**src/htp_pkg.sv**
```systemverilog
`default_nettype none

package htp_pkg;

    localparam logic [4:0] ST_METHOD_START       = 5'd0;
    localparam logic [4:0] ST_METHOD             = 5'd1;
    localparam logic [4:0] ST_URI                = 5'd2;
    localparam logic [4:0] ST_VER_H              = 5'd3;
    localparam logic [4:0] ST_VER_T1             = 5'd4;
    localparam logic [4:0] ST_VER_T2             = 5'd5;
    localparam logic [4:0] ST_VER_P              = 5'd6;
    localparam logic [4:0] ST_VER_SLASH          = 5'd7;
    localparam logic [4:0] ST_MAJOR_START        = 5'd8;
    localparam logic [4:0] ST_MAJOR              = 5'd9;
    localparam logic [4:0] ST_MINOR_START        = 5'd10;
    localparam logic [4:0] ST_MINOR              = 5'd11;
    localparam logic [4:0] ST_NL1                = 5'd12;
    localparam logic [4:0] ST_LINE_START         = 5'd13;
    localparam logic [4:0] ST_LWS                = 5'd14;
    localparam logic [4:0] ST_NAME               = 5'd15;
    localparam logic [4:0] ST_SPACE_BEFORE_VALUE = 5'd16;
    localparam logic [4:0] ST_VALUE              = 5'd17;
    localparam logic [4:0] ST_NL2                = 5'd18;
    localparam logic [4:0] ST_NL3                = 5'd19;
    localparam logic [4:0] ST_BODY               = 5'd20;
    localparam logic [4:0] ST_ERROR              = 5'd21;

    localparam logic [2:0] CLS_NONE   = 3'd0;
    localparam logic [2:0] CLS_METHOD = 3'd1;
    localparam logic [2:0] CLS_URI    = 3'd2;
    localparam logic [2:0] CLS_NAME   = 3'd3;
    localparam logic [2:0] CLS_VALUE  = 3'd4;
    localparam logic [2:0] CLS_BODY   = 3'd5;

    localparam logic [1:0] STS_PARSING  = 2'd0;
    localparam logic [1:0] STS_COMPLETE = 2'd1;
    localparam logic [1:0] STS_ERROR    = 2'd2;

    localparam logic [7:0] CH_H     = 8'h48;
    localparam logic [7:0] CH_T     = 8'h54;
    localparam logic [7:0] CH_P     = 8'h50;
    localparam logic [7:0] CH_SLASH = 8'h2F;
    localparam logic [7:0] CH_DOT   = 8'h2E;
    localparam logic [7:0] CH_COLON = 8'h3A;
    localparam logic [7:0] CH_SP    = 8'h20;
    localparam logic [7:0] CH_HT    = 8'h09;
    localparam logic [7:0] CH_CR    = 8'h0D;
    localparam logic [7:0] CH_LF    = 8'h0A;
    localparam logic [7:0] CH_ZERO  = 8'h30;
    localparam logic [7:0] CH_NINE  = 8'h39;
    localparam logic [7:0] CH_DEL   = 8'd127;
    localparam logic [7:0] CH_CTL_MAX = 8'd31;
    localparam logic [7:0] ACC_MAX  = 8'd255;

    typedef struct packed {
        logic       func;
        logic [7:0] data_byte;
    } t_in;

    typedef struct packed {
        logic [2:0] byte_class;
        logic [7:0] data_out;
        logic       new_header;
        logic [1:0] status;
        logic [7:0] version_major;
        logic [7:0] version_minor;
    } t_out;

    typedef struct packed {
        logic [4:0] parse_state;
        logic       seen_header;
        logic [7:0] major_acc;
        logic [7:0] minor_acc;
    } t_state;

    function automatic logic is_ctl(input logic [7:0] c);
        return (c <= CH_CTL_MAX) || (c == CH_DEL);
    endfunction

    function automatic logic is_tspecial(input logic [7:0] c);
        logic r;
        case (c)
            8'h28, 8'h29, 8'h3C, 8'h3E, 8'h40, 8'h2C, 8'h3B, 8'h3A, 8'h5C,
            8'h22, 8'h2F, 8'h5B, 8'h5D, 8'h3F, 8'h3D, 8'h7B, 8'h7D, 8'h20,
            8'h09: r = 1'b1;
            default: r = 1'b0;
        endcase
        return r;
    endfunction

    function automatic logic is_token(input logic [7:0] c);
        return !c[7] && !is_ctl(c) && !is_tspecial(c);
    endfunction

    function automatic logic is_digit(input logic [7:0] c);
        return (c >= CH_ZERO) && (c <= CH_NINE);
    endfunction

    function automatic logic [7:0] acc_digit(input logic [7:0] acc, input logic [7:0] c);
        logic [11:0] v;
        logic [7:0]  d;
        d = c - CH_ZERO;
        v = {4'b0, acc} * 12'd10 + {8'b0, d[3:0]};
        return (v > {4'b0, ACC_MAX}) ? ACC_MAX : v[7:0];
    endfunction

endpackage

`default_nettype wire

```
**src/htp_step.sv**
```systemverilog
`default_nettype none

module htp_step (
    input  wire htp_pkg::t_state i_state,
    input  wire htp_pkg::t_in    i_item,
    output htp_pkg::t_state      o_state,
    output htp_pkg::t_out        o_result
);

    logic [7:0] c;
    logic [4:0] nx;
    logic [2:0] cls;
    logic       newh;
    logic [1:0] sts;
    logic       bad;
    logic       seen;
    logic [7:0] maj;
    logic [7:0] mnr;

    assign c = i_item.data_byte;

    always_comb begin
        nx   = i_state.parse_state;
        cls  = htp_pkg::CLS_NONE;
        newh = 1'b0;
        sts  = htp_pkg::STS_PARSING;
        bad  = 1'b0;
        seen = i_state.seen_header;
        maj  = i_state.major_acc;
        mnr  = i_state.minor_acc;
        unique case (i_state.parse_state) inside
            htp_pkg::ST_METHOD_START: begin
                if (htp_pkg::is_token(c)) begin
                    nx  = htp_pkg::ST_METHOD;
                    cls = htp_pkg::CLS_METHOD;
                end else bad = 1'b1;
            end
            htp_pkg::ST_METHOD: begin
                if (c == htp_pkg::CH_SP) nx = htp_pkg::ST_URI;
                else if (htp_pkg::is_token(c)) cls = htp_pkg::CLS_METHOD;
                else bad = 1'b1;
            end
            htp_pkg::ST_URI: begin
                if (c == htp_pkg::CH_SP) nx = htp_pkg::ST_VER_H;
                else if (htp_pkg::is_ctl(c)) bad = 1'b1;
                else cls = htp_pkg::CLS_URI;
            end
            htp_pkg::ST_VER_H: begin
                if (c == htp_pkg::CH_H) nx = htp_pkg::ST_VER_T1; else bad = 1'b1;
            end
            htp_pkg::ST_VER_T1: begin
                if (c == htp_pkg::CH_T) nx = htp_pkg::ST_VER_T2; else bad = 1'b1;
            end
            htp_pkg::ST_VER_T2: begin
                if (c == htp_pkg::CH_T) nx = htp_pkg::ST_VER_P; else bad = 1'b1;
            end
            htp_pkg::ST_VER_P: begin
                if (c == htp_pkg::CH_P) nx = htp_pkg::ST_VER_SLASH; else bad = 1'b1;
            end
            htp_pkg::ST_VER_SLASH: begin
                if (c == htp_pkg::CH_SLASH) begin
                    maj = '0;
                    mnr = '0;
                    nx  = htp_pkg::ST_MAJOR_START;
                end else bad = 1'b1;
            end
            htp_pkg::ST_MAJOR_START: begin
                if (htp_pkg::is_digit(c)) begin
                    maj = htp_pkg::acc_digit(i_state.major_acc, c);
                    nx  = htp_pkg::ST_MAJOR;
                end else bad = 1'b1;
            end
            htp_pkg::ST_MAJOR: begin
                if (c == htp_pkg::CH_DOT) nx = htp_pkg::ST_MINOR_START;
                else if (htp_pkg::is_digit(c)) maj = htp_pkg::acc_digit(i_state.major_acc, c);
                else bad = 1'b1;
            end
            htp_pkg::ST_MINOR_START: begin
                if (htp_pkg::is_digit(c)) begin
                    mnr = htp_pkg::acc_digit(i_state.minor_acc, c);
                    nx  = htp_pkg::ST_MINOR;
                end else bad = 1'b1;
            end
            htp_pkg::ST_MINOR: begin
                if (c == htp_pkg::CH_CR) nx = htp_pkg::ST_NL1;
                else if (htp_pkg::is_digit(c)) mnr = htp_pkg::acc_digit(i_state.minor_acc, c);
                else bad = 1'b1;
            end
            htp_pkg::ST_NL1, htp_pkg::ST_NL2: begin
                if (c == htp_pkg::CH_LF) nx = htp_pkg::ST_LINE_START; else bad = 1'b1;
            end
            htp_pkg::ST_LINE_START: begin
                if (c == htp_pkg::CH_CR) nx = htp_pkg::ST_NL3;
                else if (i_state.seen_header && (c == htp_pkg::CH_SP || c == htp_pkg::CH_HT))
                    nx = htp_pkg::ST_LWS;
                else if (htp_pkg::is_token(c)) begin
                    seen = 1'b1;
                    newh = 1'b1;
                    cls  = htp_pkg::CLS_NAME;
                    nx   = htp_pkg::ST_NAME;
                end else bad = 1'b1;
            end
            htp_pkg::ST_LWS: begin
                if (c == htp_pkg::CH_CR) nx = htp_pkg::ST_NL2;
                else if (c == htp_pkg::CH_SP || c == htp_pkg::CH_HT) nx = htp_pkg::ST_LWS;
                else if (htp_pkg::is_ctl(c)) bad = 1'b1;
                else begin
                    cls = htp_pkg::CLS_VALUE;
                    nx  = htp_pkg::ST_VALUE;
                end
            end
            htp_pkg::ST_NAME: begin
                if (c == htp_pkg::CH_COLON) nx = htp_pkg::ST_SPACE_BEFORE_VALUE;
                else if (htp_pkg::is_token(c)) cls = htp_pkg::CLS_NAME;
                else bad = 1'b1;
            end
            htp_pkg::ST_SPACE_BEFORE_VALUE: begin
                if (c == htp_pkg::CH_SP) nx = htp_pkg::ST_VALUE; else bad = 1'b1;
            end
            htp_pkg::ST_VALUE: begin
                if (c == htp_pkg::CH_CR) nx = htp_pkg::ST_NL2;
                else if (htp_pkg::is_ctl(c)) bad = 1'b1;
                else cls = htp_pkg::CLS_VALUE;
            end
            htp_pkg::ST_NL3: begin
                if (c == htp_pkg::CH_LF) begin
                    sts = htp_pkg::STS_COMPLETE;
                    nx  = htp_pkg::ST_BODY;
                end else bad = 1'b1;
            end
            htp_pkg::ST_BODY: begin
                cls = htp_pkg::CLS_BODY;
            end
            default: begin
                bad = 1'b1;
            end
        endcase
        if (bad) begin
            nx   = htp_pkg::ST_ERROR;
            cls  = htp_pkg::CLS_NONE;
            newh = 1'b0;
            sts  = htp_pkg::STS_ERROR;
        end
        if (i_item.func) begin
            nx   = htp_pkg::ST_METHOD_START;
            cls  = htp_pkg::CLS_NONE;
            newh = 1'b0;
            sts  = htp_pkg::STS_PARSING;
            seen = 1'b0;
            maj  = '0;
            mnr  = '0;
        end
    end

    assign o_state.parse_state = nx;
    assign o_state.seen_header = seen;
    assign o_state.major_acc   = maj;
    assign o_state.minor_acc   = mnr;

    assign o_result.byte_class    = cls;
    assign o_result.data_out      = c;
    assign o_result.new_header    = newh;
    assign o_result.status        = sts;
    assign o_result.version_major = maj;
    assign o_result.version_minor = mnr;

endmodule

`default_nettype wire

```
**src/http_request_header_parser_top.sv**
```systemverilog
// Output: the result of a transaction accepted at an edge is held in the output register from that edge on.
// Throughput: one byte per cycle; the parse state register is updated through a combinational step,
// and the output register takes a new result whenever it is empty or being drained.
// Reset: synchronous, active low; parse state returns to method start, header flag
// and version accumulators clear, and the output register empties.
`default_nettype none

module http_request_header_parser_top (
    input  wire                 i_clk,
    input  wire                 i_rst_n,
    input  wire                 i_in_valid,
    output logic                o_in_ready,
    input  wire htp_pkg::t_in   i_in_data,
    output logic                o_out_valid,
    input  wire                 i_out_ready,
    output htp_pkg::t_out       o_out_data
);

    htp_pkg::t_state r_state;
    htp_pkg::t_state n_state;
    htp_pkg::t_out   n_result;
    htp_pkg::t_out   r_result;
    logic            r_out_valid;
    logic            in_fire;

    htp_step u_step (
        .i_state  (r_state),
        .i_item   (i_in_data),
        .o_state  (n_state),
        .o_result (n_result)
    );

    assign o_in_ready = !r_out_valid || i_out_ready;
    assign in_fire    = i_in_valid && o_in_ready;

    always_ff @(posedge i_clk) begin
        if (!i_rst_n) begin
            r_state.parse_state <= htp_pkg::ST_METHOD_START;
            r_state.seen_header <= 1'b0;
            r_state.major_acc   <= '0;
            r_state.minor_acc   <= '0;
            r_out_valid         <= 1'b0;
        end else begin
            if (in_fire) begin
                r_state <= n_state;
            end
            if (in_fire) begin
                r_out_valid <= 1'b1;
            end else if (i_out_ready) begin
                r_out_valid <= 1'b0;
            end
        end
    end

    always_ff @(posedge i_clk) begin
        if (in_fire) begin
            r_result <= n_result;
        end
    end

    assign o_out_valid = r_out_valid;
    assign o_out_data  = r_result;

    a_err_quiet: assert property (@(posedge i_clk) disable iff (!i_rst_n)
        (r_out_valid && r_result.status == htp_pkg::STS_ERROR)
        |-> (r_result.byte_class == htp_pkg::CLS_NONE && !r_result.new_header))
        else $error("error result carries a class or header start");

    a_newh_name: assert property (@(posedge i_clk) disable iff (!i_rst_n)
        (r_out_valid && r_result.new_header)
        |-> (r_result.byte_class == htp_pkg::CLS_NAME && r_state.seen_header))
        else $error("header start without name class or header flag");

    a_restart: assert property (@(posedge i_clk) disable iff (!i_rst_n)
        (in_fire && i_in_data.func)
        |=> (r_state.parse_state == htp_pkg::ST_METHOD_START && !r_state.seen_header
             && r_state.major_acc == '0 && r_state.minor_acc == '0))
        else $error("restart did not clear parser state");

    a_complete_body: assert property (@(posedge i_clk) disable iff (!i_rst_n)
        (in_fire && n_result.status == htp_pkg::STS_COMPLETE)
        |=> (r_state.parse_state == htp_pkg::ST_BODY
             && r_result.byte_class == htp_pkg::CLS_NONE))
        else $error("header completion did not enter body");

    a_error_sticky: assert property (@(posedge i_clk) disable iff (!i_rst_n)
        (in_fire && !i_in_data.func && r_state.parse_state == htp_pkg::ST_ERROR)
        |=> (r_state.parse_state == htp_pkg::ST_ERROR
             && r_result.status == htp_pkg::STS_ERROR))
        else $error("error state left without restart");

endmodule

`default_nettype wire
```
**config.mk**
```make
export PLATFORM = sky130hd
export DESIGN_NAME = http_request_header_parser_top
export DESIGN_NICKNAME = d
export VERILOG_FILES = /design/src/htp_pkg.sv /design/src/htp_step.sv /design/src/http_request_header_parser_top.sv
export SDC_FILE = /design/constraint.sdc
export NUM_CORES = 1
export LEC_CHECK = 0
export ABC_CLOCK_PERIOD_IN_PS = 3080
export BUFFER_PORTS_ARGS = -buffer_cell sky130_fd_sc_hd__buf_4
export CORE_ASPECT_RATIO = 1.2
export CORE_MARGIN = 2
export CORE_UTILIZATION = 40
export DETAILED_ROUTE_END_ITERATION = 16
export MAX_ROUTING_LAYER = met4
export PLACE_DENSITY_LB_ADDON = 0.2
export REMOVE_ABC_BUFFERS = 1
export SLEW_MARGIN = 10
export SYNTH_ARGS = -nofsm -noshare
export SYNTH_HDL_FRONTEND = slang
export SYNTH_SLANG_ARGS = --single-unit
```
**constraint.sdc**
```tcl
create_clock -name i_clk -period 3.08 [get_ports i_clk]
set_input_delay 0.308 -clock i_clk [delete_from_list [all_inputs] [get_ports i_clk]]
set_output_delay 0.308 -clock i_clk [all_outputs]
set_load 0.02 [all_outputs]
```
# Word level (Yosys, flattened, before mapping)
# Cells that the tools add are included.
dict set report classes {
  add_sub_neg 3
  multipliers 2
  div 0
  n_lt_le_gt_ge 5
  eq_ne 67
  shift 0
  mux 96
  n_bitwise 2
  reduce_logical 33
}
# operator n
set op_table {}
lappend op_table {{5-bit 2-to-1 mux} 25}
lappend op_table {{8-bit by 6-bit equality test with 1-bit output, second input constant} 13}
lappend op_table {{5-bit case mux with 19 select lines} 1}
lappend op_table {{8-bit by 7-bit equality test with 1-bit output, second input constant} 10}
lappend op_table {{8-bit 2-to-1 mux} 10}
lappend op_table {{4-bit by 3-bit inequality test with 1-bit output, second input constant} 12}
lappend op_table {{8-bit case mux with 3 select lines} 2}
lappend op_table {{1-bit 2-to-1 mux} 43}
lappend op_table {{5-bit by 4-bit equality test with 1-bit output, second input constant} 8}
lappend op_table {{5-bit equality test, second input constant} 5}
lappend op_table {{12-bit by 4-bit adder with 12-bit output} 2}
lappend op_table {{8-bit by 4-bit equality test with 1-bit output, second input constant} 3}
lappend op_table {{12-bit by 8-bit > comparator with 1-bit output, second input constant} 2}
lappend op_table {{3-bit 2-to-1 mux} 8}
lappend op_table {{3-bit case mux with 8 select lines} 1}
lappend op_table {{8-bit by 3-bit multiplier with 11-bit output, second input constant} 2}
lappend op_table {{21-bit AND reduction} 1}
lappend op_table {{21-bit nonzero test} 1}
lappend op_table {{5-bit by 3-bit equality test with 1-bit output, second input constant} 4}
lappend op_table {{4-bit by 2-bit inequality test with 1-bit output, second input constant} 5}
lappend op_table {{19-bit OR reduction} 1}
lappend op_table {{1-bit case mux with 17 select lines} 1}
lappend op_table {{5-bit by 2-bit equality test with 1-bit output, second input constant} 2}
lappend op_table {{2-bit 2-to-1 mux} 5}
lappend op_table {{18 further kinds} 41}
dict set report totals {
  regBits 53
  latchBits 0
  ram_bits 0
  romBits 0
  output_inout_bits 32
  n_memories 0
}

# Depth between registers and ports, before layout
dict set report depth {
  ltp_word 14
  mapped_depth 11
  mapped_depth_nobuf 11
}

# Modules after synthesis
# From an unflattened synthesis, not the netlist that was laid out.
dict set report unflattened {
  cells_unflattened 550
  area_unflattened_um2 4800.9
}
# module n_inst cells_each area_each_um2 seq_area_each_um2
set modules_own_cells {}
lappend modules_own_cells {htp_step 1 419 2947.8 0.0}
lappend modules_own_cells {http_request_header_parser_top 1 131 1853.0 1361.3}

# Least setup slack after synthesis
# No wires, ideal clock.
dict set report synth_path {
  path_type {reg-to-reg}
  startpoint {register r_state[1] (netlist name)}
  endpoint {register r_result, in the netlist o_out_data[3], data pin}
  arrival_time_ns 2.804
  required_ns 2.933
  path_slack_ns 0.129
  stages_incl_launch_ff 11
  n_path_buf 0
  period_less_slack_ns 2.951
  cell_sequence {dfxtp_1 -> ha_1 -> ha_1 -> fa_1 -> nand2_1 -> nor3_1 -> a21oi_1 -> o2111ai_1 -> nor2_1 -> or3_1 -> a21oi_1}
}
# item line_no
set synth_lines {}
lappend synth_lines {{start, declared} http_request_header_parser_top.sv:19} ;# htp_pkg::t_state r_state;
lappend synth_lines {{start signal, assigned} http_request_header_parser_top.sv:45} ;# r_state <= n_state;
lappend synth_lines {{end signal, assigned} http_request_header_parser_top.sv:57} ;# r_result <= n_result;
lappend synth_lines {{end, declared} http_request_header_parser_top.sv:22} ;# htp_pkg::t_out r_result;

==> impl_metrics.csv <==
group,metric,value,unit
finish,fin_area,5080,um2
logic_synthesis,synth_seq_cells,53,
detailed_routing,dr.pass1.iters,5,
place,dp_slack,7.15,ps
global_route,grt_pass1_vias,3985,
clocking,root_buffer,"clkbuf_16",
power_and_ir_drop,powerDensity,327,nW/um2
place,dp_cells,683,
clocking,cts_resized,0,
timing,fin_crit,2930,ps
global_route,grt_max_degree,29,
critical_path,arrival,2980,ps
finish,utilization,48.6,%
critical_path,cp_slowest_stage_delay,560,ps
floorplanning,design.die.area,11500,um2
critical_path,start_kind,"register",
clocking,path_clk_slew,70,ps
finish,multi_input_area,2820,um2
detailed_routing,totalWireLength,12.2,mm
detailed_routing,routed-via-count,4146,
clocking,h-tree-depth,2,
clocking,cts_buffers,5,
floorplanning,die_y,117,um
finish,fillerInstances,1026,
clocking,numClockSinks,53,
timing,slew_headroom,50.0,%
finish,final_cells,691,
detailed_routing,drt-initial-drc-count,332,
floorplanning,initial_core_util,40.8,%
logic_synthesis,synth_seq_area_share,31.9,%
timing,hold_viol,0,
clocking,cts_tree,"yes",
critical_path,worst_path_max_delay_cell,"fa_2",
finish,diodes,0,
job,cap_violations,0,
place,dpl_cell_area,4860,um2
detailed_routing,drc,0,
timing,finalSetupViolCount,0,
critical_path,path_cells,"ha_1 > ha_1 > fa_2 > nand2_2 > nor3_4 > o2111a_1 > o2111ai_2 > buf_6 > o22ai_2 > o21ai_0 > and2_1",
critical_path,crit_family,"adder cells",
place,place_hpwl,9.15,mm
logic_synthesis,synth-main-ff-cell,"edfxtp_1",
power_and_ir_drop,total_power,1.66,mW
floorplanning,rows,41,
clocking,post-cts-setup-buffers,0,
global_route,grt_use_total,21.6,%
timing,fin_hold_ws,272,ps
floorplanning,core,10500,um2
critical_path,required,3130,ps
logic_synthesis,syn_area_per_cell,8.36,um2
place,port_buffers,44,
global_route,antenna_found_initial,0,
logic_synthesis,async_flop_share,0,%
critical_path,endpoint_kind,"register",
critical_path,cp_num_buf_inv,1,
detailed_routing,ant_nets,0,
global_route,grt_pass1_wl,19.6,mm
power_and_ir_drop,ir_worst_vdd,0.219,mV
place,gp_congestion,0.929,
detailed_routing,avgRoutedWirePerCell,17.6,um
clocking,clock_latency,290,ps
timing,tns,0,ps
clocking,clockBufferDepth,2,
finish,drive_above_1_share,19.0,%
logic_synthesis,synthDistinctLibCells,72,
logic_synthesis,ys.warnings.count,0,
hold_path,hp-class,"input port to register",
finish,synthToLayoutAreaGrowth,19.0,%
floorplanning,die_w,98.4,um
critical_path,cp_max_fo,6,
global_route,overflow,0,
critical_path,crit_top_cell,"ha_1",
logic_synthesis,syn_inst,511,
detailed_routing,via_per_inst,6.00,
critical_path,crit_type,"register to register",
finish,regArea,1360,um2
timing,timing.final.ws_setup,149,ps
clocking,holdBufCountCts,0,
floorplanning,ios,45,
timing,worst_pin_slew,750,ps
power_and_ir_drop,p_leak,2.05,nW
timing,period_share,95.1,%
timing,slew_violations,0,
timing,timing.fmax,0.341,GHz
logic_synthesis,synth-edff-count,30,
logic_synthesis,syn_area,4270,um2
timing,worst_clock_skew,6.80,ps
status,status,"finished, final reports clean",
finish,nNetsFinal,608,
worst reg2reg max path, delay by kind of cell, from the launching register on:
kind,cells,cell delay (ps)
compound gates,4,600
buf+inv,1,190
fa+ha+maj,3,1080
flops,1,310
simple gates,3,490
worst paths after layout:
check	start	to	slack (ps)	depth (start not counted)
hold reg to reg	r_state[14]	r_state[14]	520	2
hold / removal	i_in_data[6]	o_out_data[25]	270	1
setup reg to reg	r_state[1]	o_out_data[5]	150	11
setup / recovery	r_state[1]	o_out_data[5]	150	11
logic make-up (layout without fill, tap and decap cells):
family	Yosys count	in the layout	synth area share, %
buffers and inverters	42	93	3.95
adders and majority gates	34	34	10.7
xor gates and xnor gates	15	15	3.07
and+or+nand+nor	216	216	26.3
DFF	53	53	31.9
AOI/OAI and AO/OA	146	146	23.0
muxes	5	5	1.17
power by group:
part	internal [mW]	switching [mW]	total (mW)
Combinational	0.113	0.183	0.296
Clock	0.304	0.268	0.572
Sequential	0.772	0.0225	0.795
area by class of cell:
class	count	share of cell area, %
multi-input combinational	416	55.4
sequential	53	26.8
timing repair buffer	73	10.9
tap	129	3.17
clock buffer	5	2.46
inverter	12	0.886
clock inverter	3	0.418
synthesized netlist by cell type, types with 4 or more instances:
library cell	number	area, um2
nand3_1	7	35.0
nor4_1	6	37.5
xnor2_1	9	78.8
and2_1	11	68.8
nor3_1	20	100
or2_2	4	25.0
ha_1	30	375
clkbuf_1	23	86.3
o22ai_1	10	62.6
xor2_1	6	52.6
a21o_1	9	67.6
inv_1	12	45.0
nor2b_1	8	50.1
edfxtp_1	30	901
a21oi_1	35	175
a211oi_1	6	45.0
or3_1	11	68.8
a31oi_1	4	25.0
nand2b_1	13	81.3
dfxtp_1	23	460
o211ai_1	4	30.0
a2bb2oi_1	5	43.8
nand2_1	66	248
nand3b_1	6	45.0
a21boi_0	6	45.0
and3_1	5	31.3
o221ai_1	4	35.0
o21ai_0	28	140
nor2_1	38	143
fa_1	4	80.1
mux2i_1	5	50.1
flip-flops by register name, summed over array words and instances (netlist names):
signal and cells:
o_out_data 30, r_state 22, o_out_valid 1
metal layers:
| layer | vias to the layer above | wire (um) | global-route usage (%) |
|---|---|---|---|
| met3 | 19 | 664 | 2.55 |
| met4 | 0 | 240 | 6.67 |
| li1 | 1998 | - | - |
| met1 | 1979 | 5180 | 25.7 |
| met5 | - | 0 | - |
| met2 | 150 | 6100 | 38.6 |
cell usage in the layout (no fill, tap or decap), types with 5 or more instances in the layout:
cell	Yosys	layout
o22ai_1	10	8
or3_1	11	11
nand2b_1	13	13
o21ai_0	28	26
nor4_1	6	6
inv_1	12	12
a211oi_1	6	6
mux2i_1	5	5
nor2_1	38	38
a21o_1	9	9
nand2_1	66	65
a21boi_0	6	5
nand3b_1	6	6
and2_1	11	11
clkbuf_16	0	5
xor2_1	6	6
ha_1	30	30
dfxtp_1	23	23
nor3_1	20	19
buf_4	0	72
edfxtp_1	30	30
and3_1	5	5
nand3_1	7	7
xnor2_1	9	8
a21oi_1	35	33
nor2b_1	8	8
Note: power is estimated with default switching activity, not from simulation.
